## src/sv/pdps_pkg.sv

```systemverilog
// Shared types and constants for the PLL divider plan search.
// Used by pdps_ctrl, pdps_datapath and pll_divider_plan_search.
`default_nettype none
package pdps_pkg;

	localparam int unsigned B_LIMIT        = 1000;
	localparam int unsigned B_MIN          = 3;
	localparam int unsigned CHAN_DIV_LIMIT = 32;
	localparam int unsigned VCO_DIV_MIN    = 2;
	localparam int unsigned VCO_DIV_MAX    = 6;
	localparam int unsigned PRESC_COUNT    = 8;
	localparam logic [31:0] B_CLOCK_MAX_HZ = 32'd250000000;

	localparam logic [31:0] REF_RESET      = 32'd25000000;
	localparam logic [31:0] VCO_LOW_RESET  = 32'd2550000000;
	localparam logic [31:0] VCO_HIGH_RESET = 32'd2950000000;

	// divider: 32-bit dividend, 4 quotient bits per cycle
	localparam int unsigned DIV_BITS_PER_STEP = 4;
	localparam int unsigned DIV_STEPS         = 32 / DIV_BITS_PER_STEP;

	typedef enum logic [1:0] {
		ST_EXACT   = 2'd0,
		ST_NEAREST = 2'd1,
		ST_NONE    = 2'd2
	} plan_status_t;

	typedef enum logic [1:0] {
		CFG_REF      = 2'd0,
		CFG_VCO_LOW  = 2'd1,
		CFG_VCO_HIGH = 2'd2
	} cfg_index_t;

	typedef struct packed {
		logic init;
		logic calc_n;
		logic mul;
		logic div_start;
		logic div_step;
		logic upd;
		logic inc_cd;
		logic inc_vd;
		logic inc_a;
		logic inc_b;
		logic inc_pi;
		logic load_out;
	} pdps_cmd_t;

	typedef struct packed {
		logic zero_in;
		logic skip_a;
		logic over_high;
		logic a_zero;
		logic cand_ok;
		logic div_last;
		logic o_le_target;
		logic last_cd;
		logic last_vd;
		logic last_a;
		logic last_b;
		logic last_pi;
	} pdps_stat_t;

	// {fixed-divide flag, P}
	function automatic logic [6:0] presc_entry(input logic [2:0] idx);
		logic [6:0] e;
		begin
			case (idx)
				3'd0: e = {1'b1, 6'd1};
				3'd1: e = {1'b1, 6'd2};
				3'd2: e = {1'b0, 6'd2};
				3'd3: e = {1'b0, 6'd4};
				3'd4: e = {1'b0, 6'd8};
				3'd5: e = {1'b0, 6'd16};
				3'd6: e = {1'b0, 6'd32};
				default: e = {1'b1, 6'd3};
			endcase
			return e;
		end
	endfunction

endpackage
`default_nettype wire

```

## src/sv/pdps_datapath.sv

```systemverilog
// Datapath of the PLL divider plan search: config registers, loop counters,
// VCO multiply, 4-bit-per-cycle divider, best-plan tracking and result registers.
// Depends on pdps_pkg.
`default_nettype none
module pdps_datapath (
	input  wire logic               clk,
	input  wire logic               arst_n,
	input  wire logic               cfg_we,
	input  wire logic [1:0]         cfg_index,
	input  wire logic [31:0]        cfg_data,
	input  wire logic [31:0]        want_hz,
	input  wire pdps_pkg::pdps_cmd_t cmd,
	output pdps_pkg::pdps_stat_t    stat,
	output logic [1:0]              status,
	output logic [4:0]              a_count,
	output logic [9:0]              b_count,
	output logic [2:0]              prescaler_index,
	output logic [5:0]              prescaler_ratio,
	output logic [2:0]              vco_div,
	output logic [5:0]              channel_div,
	output logic [31:0]             vco_freq,
	output logic [31:0]             output_freq
);
	import pdps_pkg::*;

	logic [31:0] ref_q, low_q, high_q, target_q;
	logic [2:0]  pi_q;
	logic [9:0]  b_q;
	logic [4:0]  a_q;
	logic [2:0]  vd_q;
	logic [5:0]  cd_q;
	logic [15:0] n_q;
	logic [47:0] vco_q;
	logic [31:0] centre_q;
	logic [7:0]  rem_q, dsr_q;
	logic [31:0] quo_q;
	logic [2:0]  cnt_q;
	logic        found_q;
	logic [31:0] min_err_q, best_centre_q;
	logic [4:0]  best_a_q;
	logic [9:0]  best_b_q;
	logic [2:0]  best_pi_q, best_vd_q;
	logic [5:0]  best_p_q, best_cd_q;
	logic [31:0] best_vco_q, best_out_q;

	logic [6:0]  pe;
	logic        fixed;
	logic [5:0]  p;
	logic [4:0]  amax;
	logic [32:0] band_sum;
	logic [31:0] mid, centre;
	logic [37:0] bclk_lim;
	logic [31:0] err;
	logic        take;
	logic [7:0]  r_nx;
	logic [31:0] q_nx;
	logic [8:0]  t;

	assign pe       = presc_entry(pi_q);
	assign fixed    = pe[6];
	assign p        = pe[5:0];
	assign amax     = fixed ? 5'd0 : 5'(p - 6'd1);
	assign band_sum = {1'b0, low_q} + {1'b0, high_q};
	assign mid      = band_sum[32:1];
	assign centre   = (vco_q[31:0] > mid) ? vco_q[31:0] - mid : mid - vco_q[31:0];
	assign bclk_lim = ({6'd0, B_CLOCK_MAX_HZ} + 38'd1) * {32'd0, p};
	assign err      = (quo_q > target_q) ? quo_q - target_q : target_q - quo_q;
	assign take     = !found_q || (err < min_err_q) ||
	                  (err == min_err_q && centre_q < best_centre_q);

	always_comb begin
		stat.zero_in     = (ref_q == 32'd0) || (target_q == 32'd0);
		stat.skip_a      = !fixed && ({5'd0, a_q} >= b_q);
		stat.over_high   = vco_q > {16'd0, high_q};
		stat.a_zero      = (a_q == 5'd0);
		stat.cand_ok     = (vco_q >= {16'd0, low_q}) && (vco_q <= {16'd0, high_q}) &&
		                   (vco_q < {10'd0, bclk_lim});
		stat.div_last    = (cnt_q == 3'(DIV_STEPS - 1));
		stat.o_le_target = (quo_q <= target_q);
		stat.last_cd     = (cd_q == 6'(CHAN_DIV_LIMIT));
		stat.last_vd     = (vd_q == 3'(VCO_DIV_MAX));
		stat.last_a      = (a_q == amax);
		stat.last_b      = (b_q == 10'(B_LIMIT));
		stat.last_pi     = (pi_q == 3'(PRESC_COUNT - 1));
	end

	// restoring division, several quotient bits per cycle
	always_comb begin
		r_nx = rem_q;
		q_nx = quo_q;
		t    = 9'd0;
		for (int k = 0; k < DIV_BITS_PER_STEP; k++) begin
			t    = {r_nx, q_nx[31]};
			q_nx = {q_nx[30:0], 1'b0};
			if (t >= {1'b0, dsr_q}) begin
				t       = t - {1'b0, dsr_q};
				q_nx[0] = 1'b1;
			end
			r_nx = t[7:0];
		end
	end

	always_ff @(posedge clk or negedge arst_n) begin
		if (!arst_n) begin
			ref_q  <= REF_RESET;
			low_q  <= VCO_LOW_RESET;
			high_q <= VCO_HIGH_RESET;
		end else if (cfg_we) begin
			unique case (cfg_index)
				CFG_REF:      ref_q  <= cfg_data;
				CFG_VCO_LOW:  low_q  <= cfg_data;
				CFG_VCO_HIGH: high_q <= cfg_data;
				default: ;
			endcase
		end
	end

	always_ff @(posedge clk or negedge arst_n) begin
		if (!arst_n) begin
			found_q <= 1'b0;
		end else if (cmd.init) begin
			found_q <= 1'b0;
		end else if (cmd.upd && take) begin
			found_q <= 1'b1;
		end
	end

	always_ff @(posedge clk) begin
		if (cmd.init) begin
			target_q <= want_hz;
			pi_q     <= 3'd0;
			b_q      <= 10'(B_MIN);
			a_q      <= 5'd0;
		end
		if (cmd.calc_n)
			n_q <= {10'd0, p} * {6'd0, b_q} + {11'd0, a_q};
		if (cmd.mul) begin
			vco_q <= ref_q * n_q;
			vd_q  <= 3'(VCO_DIV_MIN);
			cd_q  <= 6'd1;
		end
		if (cmd.inc_a)
			a_q <= a_q + 5'd1;
		if (cmd.inc_b) begin
			b_q <= b_q + 10'd1;
			a_q <= 5'd0;
		end
		if (cmd.inc_pi) begin
			pi_q <= pi_q + 3'd1;
			b_q  <= 10'(B_MIN);
			a_q  <= 5'd0;
		end
		if (cmd.inc_cd)
			cd_q <= cd_q + 6'd1;
		if (cmd.inc_vd) begin
			vd_q <= vd_q + 3'd1;
			cd_q <= 6'd1;
		end
		if (cmd.div_start) begin
			centre_q <= centre;
			quo_q    <= vco_q[31:0];
			rem_q    <= 8'd0;
			dsr_q    <= {5'd0, vd_q} * {2'd0, cd_q};
			cnt_q    <= 3'd0;
		end
		if (cmd.div_step) begin
			quo_q <= q_nx;
			rem_q <= r_nx;
			cnt_q <= cnt_q + 3'd1;
		end
		if (cmd.upd && take) begin
			min_err_q     <= err;
			best_centre_q <= centre_q;
			best_a_q      <= a_q;
			best_b_q      <= b_q;
			best_pi_q     <= pi_q;
			best_p_q      <= p;
			best_vd_q     <= vd_q;
			best_cd_q     <= cd_q;
			best_vco_q    <= vco_q[31:0];
			best_out_q    <= quo_q;
		end
		if (cmd.load_out) begin
			if (found_q && !stat.zero_in) begin
				status          <= (min_err_q == 32'd0) ? ST_EXACT : ST_NEAREST;
				a_count         <= best_a_q;
				b_count         <= best_b_q;
				prescaler_index <= best_pi_q;
				prescaler_ratio <= best_p_q;
				vco_div         <= best_vd_q;
				channel_div     <= best_cd_q;
				vco_freq        <= best_vco_q;
				output_freq     <= best_out_q;
			end else begin
				status          <= ST_NONE;
				a_count         <= 5'd0;
				b_count         <= 10'd0;
				prescaler_index <= 3'd0;
				prescaler_ratio <= 6'd0;
				vco_div         <= 3'd0;
				channel_div     <= 6'd0;
				vco_freq        <= 32'd0;
				output_freq     <= 32'd0;
			end
		end
	end

endmodule
`default_nettype wire

```

## src/sv/pdps_ctrl.sv

```systemverilog
// Sequencer of the PLL divider plan search: walks prescaler, B, A,
// VCO divider and channel divider, and runs the item handshakes.
// Depends on pdps_pkg.
`default_nettype none
module pdps_ctrl (
	input  wire logic                 clk,
	input  wire logic                 arst_n,
	input  wire logic                 in_valid,
	output logic                      in_ready,
	output logic                      out_valid,
	input  wire logic                 out_ready,
	input  wire pdps_pkg::pdps_stat_t stat,
	output pdps_pkg::pdps_cmd_t       cmd
);
	import pdps_pkg::*;

	typedef enum logic [11:0] {
		S_IDLE   = 12'b000000000001,
		S_PRE    = 12'b000000000010,
		S_NCALC  = 12'b000000000100,
		S_MUL    = 12'b000000001000,
		S_CHK    = 12'b000000010000,
		S_DIVS   = 12'b000000100000,
		S_DIVW   = 12'b000001000000,
		S_UPD    = 12'b000010000000,
		S_ADV_VD = 12'b000100000000,
		S_ADV_A  = 12'b001000000000,
		S_ADV_B  = 12'b010000000000,
		S_FIN    = 12'b100000000000
	} state_t;

	state_t state_q, state_nx;
	logic   out_valid_q;
	logic   adv_pi;

	assign in_ready  = (state_q == S_IDLE);
	assign out_valid = out_valid_q;

	always_comb begin
		cmd      = '0;
		state_nx = state_q;
		adv_pi   = 1'b0;
		unique case (state_q)
			S_IDLE: begin
				if (in_valid) begin
					cmd.init = 1'b1;
					state_nx = S_PRE;
				end
			end
			S_PRE: begin
				state_nx = stat.zero_in ? S_FIN : S_NCALC;
			end
			S_NCALC: begin
				if (stat.skip_a) begin
					state_nx = S_ADV_A;
				end else begin
					cmd.calc_n = 1'b1;
					state_nx   = S_MUL;
				end
			end
			S_MUL: begin
				cmd.mul  = 1'b1;
				state_nx = S_CHK;
			end
			S_CHK: begin
				// at A = 0 the VCO is ref*P*B: past the band ends this prescaler
				if (stat.a_zero && stat.over_high)
					adv_pi = 1'b1;
				else if (!stat.cand_ok)
					state_nx = S_ADV_A;
				else
					state_nx = S_DIVS;
			end
			S_DIVS: begin
				cmd.div_start = 1'b1;
				state_nx      = S_DIVW;
			end
			S_DIVW: begin
				cmd.div_step = 1'b1;
				if (stat.div_last)
					state_nx = S_UPD;
			end
			S_UPD: begin
				cmd.upd = 1'b1;
				// once the output is at or below target, larger dividers only lose
				if (stat.o_le_target || stat.last_cd) begin
					state_nx = S_ADV_VD;
				end else begin
					cmd.inc_cd = 1'b1;
					state_nx   = S_DIVS;
				end
			end
			S_ADV_VD: begin
				if (stat.last_vd) begin
					state_nx = S_ADV_A;
				end else begin
					cmd.inc_vd = 1'b1;
					state_nx   = S_DIVS;
				end
			end
			S_ADV_A: begin
				if (stat.last_a) begin
					state_nx = S_ADV_B;
				end else begin
					cmd.inc_a = 1'b1;
					state_nx  = S_NCALC;
				end
			end
			S_ADV_B: begin
				if (stat.last_b) begin
					adv_pi = 1'b1;
				end else begin
					cmd.inc_b = 1'b1;
					state_nx  = S_NCALC;
				end
			end
			S_FIN: begin
				if (!out_valid_q || out_ready) begin
					cmd.load_out = 1'b1;
					state_nx     = S_IDLE;
				end
			end
			default: state_nx = S_IDLE;
		endcase
		if (adv_pi) begin
			if (stat.last_pi) begin
				state_nx = S_FIN;
			end else begin
				cmd.inc_pi = 1'b1;
				state_nx   = S_NCALC;
			end
		end
	end

	always_ff @(posedge clk or negedge arst_n) begin
		if (!arst_n) begin
			state_q     <= S_IDLE;
			out_valid_q <= 1'b0;
		end else begin
			state_q <= state_nx;
			if (cmd.load_out)
				out_valid_q <= 1'b1;
			else if (out_ready)
				out_valid_q <= 1'b0;
		end
	end

endmodule
`default_nettype wire

```

## src/sv/pll_divider_plan_search.sv

```systemverilog
// PLL divider plan search, top level: sequencer plus datapath.
// Depends on pdps_pkg, pdps_ctrl and pdps_datapath.
`default_nettype none
// For each target frequency the block walks all eight prescaler entries,
// B from 3 upward (stopping once ref*P*B passes the VCO band top), every A,
// and for each VCO inside the band and the 250 MHz B-counter limit, VCO
// dividers 2..6 and channel dividers 1..32, keeping the first plan with the
// smallest error (ties go to the VCO nearest the band centre). One item is
// searched at a time. A/B candidates with A >= B are skipped; each in-band
// one runs every divider pair tried through one shared divider (4 quotient
// bits a cycle), with the channel divider loop cut short once the output
// falls to the target. A zero target or reference goes straight to the
// finish with no plan. A finished result sits in the output registers while
// the next item is accepted.
module pll_divider_plan_search (
	input  wire logic        clk,
	input  wire logic        arst_n,
	input  wire logic        cfg_we,
	input  wire logic [1:0]  cfg_index,
	input  wire logic [31:0] cfg_data,
	input  wire logic        in_valid,
	output logic             in_ready,
	input  wire logic [31:0] want_hz,
	output logic             out_valid,
	input  wire logic        out_ready,
	output logic [1:0]       status,
	output logic [4:0]       a_count,
	output logic [9:0]       b_count,
	output logic [2:0]       prescaler_index,
	output logic [5:0]       prescaler_ratio,
	output logic [2:0]       vco_div,
	output logic [5:0]       channel_div,
	output logic [31:0]      vco_freq,
	output logic [31:0]      output_freq
);
	import pdps_pkg::*;

	pdps_cmd_t  cmd;
	pdps_stat_t stat;

	pdps_ctrl u_ctrl (
		.clk       (clk),
		.arst_n    (arst_n),
		.in_valid  (in_valid),
		.in_ready  (in_ready),
		.out_valid (out_valid),
		.out_ready (out_ready),
		.stat      (stat),
		.cmd       (cmd)
	);

	pdps_datapath u_dp (
		.clk             (clk),
		.arst_n          (arst_n),
		.cfg_we          (cfg_we),
		.cfg_index       (cfg_index),
		.cfg_data        (cfg_data),
		.want_hz         (want_hz),
		.cmd             (cmd),
		.stat            (stat),
		.status          (status),
		.a_count         (a_count),
		.b_count         (b_count),
		.prescaler_index (prescaler_index),
		.prescaler_ratio (prescaler_ratio),
		.vco_div         (vco_div),
		.channel_div     (channel_div),
		.vco_freq        (vco_freq),
		.output_freq     (output_freq)
	);

endmodule
`default_nettype wire

```

## config.mk

```make
export PLATFORM = sky130hd
export DESIGN_NAME = pll_divider_plan_search
export DESIGN_NICKNAME = d
export VERILOG_FILES = /design/src/sv/pdps_pkg.sv /design/src/sv/pdps_datapath.sv /design/src/sv/pdps_ctrl.sv /design/src/sv/pll_divider_plan_search.sv
export SDC_FILE = /design/constraint.sdc
export NUM_CORES = 2
export LEC_CHECK = 0
export BUFFER_PORTS_ARGS = -buffer_cell sky130_fd_sc_hd__buf_2
export CAP_MARGIN = 5
export CORE_ASPECT_RATIO = 0.5
export CORE_MARGIN = 2
export CORE_UTILIZATION = 65
export DETAILED_ROUTE_END_ITERATION = 8
export PLACE_DENSITY_LB_ADDON = 0.12
export SLEW_MARGIN = 15
export SYNTH_ARGS = -nofsm -noshare
export SYNTH_HDL_FRONTEND = slang
export SYNTH_SLANG_ARGS = --single-unit
export TNS_END_PERCENT = 5
```

## constraint.sdc

```tcl
create_clock -name clk -period 44.3 [get_ports clk]
set_clock_uncertainty 0.1 [all_clocks]
set_input_delay 4.43 -clock clk [delete_from_list [all_inputs] [get_ports clk]]
set_output_delay 4.43 -clock clk [all_outputs]
set_load 0.02 [all_outputs]
```

# Word-level counts from Yosys, hierarchy flattened
# Index checks and enable logic that the tools add are counted.
[word_totals]
out_inout_bits = 101
word_cells = 209
register_bits = 576
inputBits = 71
[op_classes]
n_addsub = 17
n_mux = 69
eq_ne = 32
n_mul = 4
n_reduce_logical = 35
magnitude_cmp = 14
[op_table]
columns = ["operator", "count"]
rows = [
  ["12-bit case mux with 12 select lines", 1],
  ["32-bit 2-to-1 mux", 4],
  ["32-bit subtractor", 4],
  ["32-bit zero test", 3],
  ["12-bit 2-to-1 mux", 8],
  ["32-bit greater-than comparator", 2],
  ["32-bit less-than comparator", 2],
  ["10-bit 2-to-1 mux", 5],
  ["7-bit case mux with 7 select lines", 1],
  ["48-bit by 32-bit >= comparator with 1-bit output", 1],
  ["48-bit by 32-bit greater-than comparator with 1-bit output", 1],
  ["48-bit by 32-bit less-or-equal comparator with 1-bit output", 1],
  ["48-bit by 34-bit less-than comparator with 1-bit output", 1],
  ["32-bit by 16-bit multiplier with 48-bit output", 1],
  ["8-bit 2-to-1 mux", 6],
  ["9-bit by 8-bit >= comparator with 1-bit output", 4],
  ["28-bit by 6-bit multiplier with 34-bit output (first input constant)", 1],
  ["32-bit by 32-bit adder with 33-bit output", 1],
  ["32-bit equality test", 1],
  ["32-bit less-or-equal comparator", 1],
  ["8-bit subtractor", 4],
  ["1-bit 2-to-1 mux", 29],
  ["3-bit equality test (second input constant)", 6],
  ["3-bit 2-to-1 mux", 6],
  ["other kinds (46)", 77],
]

# Longest topological paths before layout
[logic_depth]
ltp_word = 9
depth_mapped = 45
ltp_nobuf = 43

# Cells and area by module
# A second synthesis with hierarchy kept.
[hier_totals]
cells_unflattened = 5516
area_unflattened_um2 = 54451.0
[by_module_without_submodules]
columns = ["module", "cells_each", "seq_area_each_um2", "instances", "area_per_inst_um2"]
rows = [
  ["pdps_datapath", 5403, 16269.4, 1, 53436.2],
  ["pdps_ctrl", 113, 326.6, 1, 1014.7],
]

# Worst setup path before layout
# No wires, ideal clock.
[synth_path]
path_type = "reg2reg"
from = "reg u_dp.quo_q[29]"
to = "reg u_dp.best_a_q[0], enable pin"
path_buffers = 4
stages_incl_launch_ff = 24
arrival_time_ns = 12.992
t_required_ns = 43.422
synth_period_minus_slack_ns = 13.869
path_slack_ns = 30.431
path_cell_list = "edfxtp_1 > inv_1 > ha_1 > clkbuf_1 > and4_1 > nand3_1 > or4_4 > a21boi_4 > buf_6 > buf_6 > buf_2 > mux2_2 > ha_1 > nor2b_1 > o21a_1 > o21a_1 > o21ai_0 > nand2b_1 > a21oi_1 > o21ai_0 > a221oi_1 > o31ai_1 > a21o_1 > a31oi_1"
[synth_between]
elab_chain_cells = 6
elab_cells_between_ends = 10
classes_between = "add/sub: 2; order compare: 2; eq/ne: 1; mux: 1; reduce/logical: 4"
[synth_lines]
columns = ["element", "line", "source"]
rows = [
  ["start: declaration", "pdps_datapath.sv:36", "logic [31:0] quo_q;"],
  ["start signal: assignment", "pdps_datapath.sv:161", "quo_q <= vco_q[31:0];"],
  ["start signal: assignment", "pdps_datapath.sv:167", "quo_q <= q_nx;"],
  ["32-bit greater-than comparator *", "pdps_datapath.sv:67", "assign err = (quo_q > target_q) ? quo_q - target_q : target_q - quo_q;"],
  ["32-bit 2-to-1 mux *", "pdps_datapath.sv:67", ""],
  ["via u_dp.err[1]", "pdps_datapath.sv:53", "logic [31:0] err;"],
  ["32-bit less-than comparator / 32-bit equality test (equally long branches)", "pdps_datapath.sv:68, pdps_datapath.sv:69", ""],
  ["1-bit logical OR / 1-bit logical AND (equally long branches)", "pdps_datapath.sv:68, pdps_datapath.sv:69", ""],
  ["1-bit logical OR *", "pdps_datapath.sv:68", "assign take = !found_q || (err < min_err_q) ||"],
  ["1-bit logical AND *", "pdps_datapath.sv:171", "if (cmd.upd && take) begin"],
  ["end signal: assignment", "pdps_datapath.sv:174", "best_a_q <= a_q;"],
  ["end: declaration", "pdps_datapath.sv:40", "logic [4:0] best_a_q;"],
]
# The timed path passes the listed nets; every way through them passes the cells marked *.
# A chain may end at the register's enable or synchronous reset.

# Worst setup path after layout
[layout_path]
from = "reg u_dp.dsr_q[1]"
to = "reg u_dp.rem_q[4] (data pin)"
[layout_between]
elab_chain_cells = 9
elab_cells_between_ends = 13
classes_between = "add/sub: 4; order compare: 4; mux: 5"
[layout_lines]
columns = ["element", "line", "source"]
rows = [
  ["start: declaration", "pdps_datapath.sv:35", "logic [7:0] rem_q, dsr_q;"],
  ["start signal: assignment", "pdps_datapath.sv:163", "dsr_q <= {5'd0, vd_q} * {2'd0, cd_q};"],
  ["8-bit subtractor / 9-bit by 8-bit >= comparator with 1-bit output (equally long branches)", "pdps_datapath.sv:96, pdps_datapath.sv:95", ""],
  ["8-bit 2-to-1 mux", "pdps_datapath.sv:95", "if (t >= {1'b0, dsr_q}) begin"],
  ["8-bit subtractor / 9-bit by 8-bit >= comparator with 1-bit output (equally long branches)", "pdps_datapath.sv:96, pdps_datapath.sv:95", ""],
  ["8-bit 2-to-1 mux", "pdps_datapath.sv:95", ""],
  ["8-bit subtractor / 9-bit by 8-bit >= comparator with 1-bit output (equally long branches)", "pdps_datapath.sv:96, pdps_datapath.sv:95", ""],
  ["8-bit 2-to-1 mux", "pdps_datapath.sv:95", ""],
  ["8-bit subtractor / 9-bit by 8-bit >= comparator with 1-bit output (equally long branches)", "pdps_datapath.sv:96, pdps_datapath.sv:95", ""],
  ["8-bit 2-to-1 mux *", "pdps_datapath.sv:95", ""],
  ["8-bit 2-to-1 mux *", "pdps_datapath.sv:166", "if (cmd.div_step) begin"],
  ["end signal: assignment", "pdps_datapath.sv:168", "rem_q <= r_nx;"],
  ["end: declaration", "pdps_datapath.sv:35", ""],
]
# Mark *: on every way between the ends. The rest lies on a longest branch, timed or not.

==> impl_metrics.py <==
metrics = {
    "cts": {
        "post_cts_buffers": 0,
        "cts_resized": 0,
        "cts_buffers": 54,
        "cts_sinks": 576,
        "cts_buffer_depth": 3,
        "worstSkewPairLatency_ps": 670,
        "htreeDepth": 2,
        "cts_tree": "yes",
        "cts_root_buf": "clkbuf_16",
        "cts.clk_slew.worst_paths_ps": 70,
        "cts_hold_buf": 0,
    },
    "route": {
        "ant_nets": 0,
        "drt_first_pass_iters": 6,
        "vias_per_cell": 6.11,
        "drt-initial-drc-count": 3968,
        "dr_total_vias": 40700,
        "routedWlPerCell_um": 22.4,
        "drc": 0,
        "drt_wl_total_um": 149000,
    },
    "global_route": {
        "grt_pass1_vias": 40800,
        "grt_use_met2_pct": 55.1,
        "use_met3_pct": 6.01,
        "antenna_found_initial": 9,
        "grt_pass1_wl_um": 232000,
        "grt.total_usage_pct": 35.0,
        "met1_usage_pct": 49.7,
        "grt-ovfl-total": 0,
        "grt_max_degree": 79,
        "gr-max-usage-layer": "met2",
    },
    "synth": {
        "syn_area_sq_um": 54200,
        "synth_top_area_share_pct": 24.7,
        "ys_async_sr_fraction_pct": 19.1,
        "yosys-top-cells-area": "edfxtp_1 25%, fa_1 18%, ha_1 13%",
        "synth_edf_count": 445,
        "syn_area_per_cell_sq_um": 9.96,
        "yosysWarnings": 0,
        "yosysMostFrequentCell": "inv_1",
        "synth_top_cells_by_count": "838 x inv_1, 608 x nand2_1, 582 x ha_1",
        "ys_ff_latch": 576,
        "ys_types": 106,
        "syn_nets": 6577,
        "ys_seq_area_share_pct": 30.6,
        "syn_inst": 5438,
        "synth_top_area_cell": "edfxtp_1",
        "synthFlopType": "edfxtp_1",
    },
    "final_layout": {
        "final_nets": 6638,
        "drive_above_1_share_pct": 9.27,
        "area_growth_syn_to_layout_pct": 6.66,
    },
    "floorplanning": {
        "io_pins": 172,
        "die_h_um": 208,
        "die-width_um": 412,
        "die_area_sq_um": 85800,
        "start_util_pct": 66.0,
        "core_sq_um": 82000,
        "rows": 74,
    },
    "timing": {
        "relSlewSlack_pct": 19.4,
        "worstMarginPinSlew_ps": 1190,
        "period_minus_slack_ps": 10990,
        "rsz0062_at_grt": "no",
        "setup_viol": 0,
        "slew_violations": 0,
        "fmax_mhz": 91.0,
        "hold_slack_ps": 341,
        "hold_violations": 0,
        "timing.final.crit_share_pct": 24.8,
        "fin_setup_tns_ps": 0,
    },
    "critical_path": {
        "cp.required_ps": 44580,
        "rrSetupSlack_ps": 33310,
        "critPathCaptureType": "flop",
        "cp_max_fo": 14,
        "arrival_ps": 11270,
        "worstSetupStartpointType": "flop",
        "slowest_stage": "o21ai_0",
        "cp_slowest_stage_delay_ps": 570,
        "crit_type": "flop to flop",
    },
    "run_status": {
        "status": "finished, final reports clean",
    },
    "place": {
        "port_buffers": 171,
        "place_hpwl_um": 112000,
        "gp_congestion": 0.961,
    },
    "hold_path": {
        "hp-class": "flop to flop",
    },
    "flow_run": {
        "cap_violations": 0,
    },
}
[registers in the layout, indices dropped and copies added, names as in the netlist, 32 cells and up]
name,cells
u_dp.best_centre_q,32
u_dp.best_out_q,32
u_dp.best_vco_q,32
u_dp.centre_q,32
u_dp.high_q,32
u_dp.low_q,32
u_dp.min_err_q,32
u_dp.output_freq,32
u_dp.quo_q,32
u_dp.ref_q,32
u_dp.target_q,32
u_dp.vco_freq,32
u_dp.vco_q,48
[cells by family (layout without fill, tap and decap cells)]
kind of cell | after synthesis | count (layout) | share of synthesized area [%]
xor gates and xnor gates | 195 | 195 | 3.15
and+or+nand+nor | 1428 | 1428 | 12.9
adders and majority gates | 1068 | 1068 | 31.4
AOI/OAI and AO/OA | 968 | 968 | 11.4
muxes | 148 | 148 | 3.01
buffers and inverters | 1055 | 1161 | 7.49
DFF | 576 | 576 | 30.6
other | 0 | 6 | 0
[through the flow]
step / cell area (sq um) / instances / setup slack [ps] / util [%]
after floorplan: 54200 / 5438 / 30430 / -
after global placement: 55900 / 6545 / 33650 / 68.2
after detailed placement: 55900 / 6545 / 33440 / 68.2
after CTS: 57800 / 6646 / 33380 / 70.4
after global routing: 57800 / 6648 / 32330 / 70.4
final: 57800 / 6652 / 33310 / 70.4
[critical path, delay by kind of cell, from the launching register on]
| family | cells | cell delay, ps |
|---|---|---|
| AOI/OAI and AO/OA | 24 | 5650 |
| and+or+nand+nor | 10 | 1910 |
| adders and majority gates | 4 | 1250 |
| muxes | 3 | 900 |
| DFF | 1 | 460 |
| buffers and inverters | 2 | 420 |
[layer usage]
layer,part of all wire [%],wire length (um)
met5,0.0054,8
met3,9.3,13900
met4,3.5,5260
met1,42,62400
met2,45,67700
[path summary, 6_finish.rpt]
path                             startpoint                     to  cells after the start
max in group asynchronous            arst_n         u_dp.high_q[1]                      2
max                           u_dp.dsr_q[1]          u_dp.rem_q[4]                     43
min reg2reg                u_dp.centre_q[3]  u_dp.best_centre_q[3]                      0
min                        u_dp.centre_q[3]  u_dp.best_centre_q[3]                      0
max reg2reg                   u_dp.dsr_q[1]          u_dp.rem_q[4]                     43
min in group asynchronous            arst_n         u_dp.low_q[30]                      1
[layout make-up]
type                       instances  area (sq um)
antenna                            6          15.0
clock buffer                      65          1440
clock inverter                    36           379
fill                            6120         24300
inverter                         839          3150
multi-input combinational       3807         33600
sequential                       576         16600
tap                             1102          1380
timing repair buffer             221          1230
[placed cells by master, fill, tap and decap left out, drive strengths merged, types with 21 or more instances in the layout]
master | synthesis | layout
edfxtp | 445 | 445
a21o | 171 | 171
xor2 | 61 | 61
nor2b | 44 | 44
nand2 | 608 | 608
nand3 | 46 | 46
mux2i | 37 | 37
and2 | 270 | 270
mux2 | 111 | 111
dfxtp | 21 | 21
inv | 839 | 847
o21bai | 54 | 54
a31oi | 25 | 25
a21oi | 322 | 322
fa | 486 | 486
nor3 | 34 | 34
nor2 | 189 | 189
ha | 582 | 582
nand4 | 70 | 70
clkbuf | 168 | 65
dfrtp | 62 | 62
buf | 48 | 221
a211oi | 29 | 29
nand2b | 44 | 44
o21a | 27 | 27
nor4 | 34 | 34
xnor2 | 134 | 134
o21ai | 203 | 203
dfstp | 48 | 48
Power is left out: the tool's default activity adds up to more than one toggle a clock period on the data nets, which glitch-free logic cannot reach.
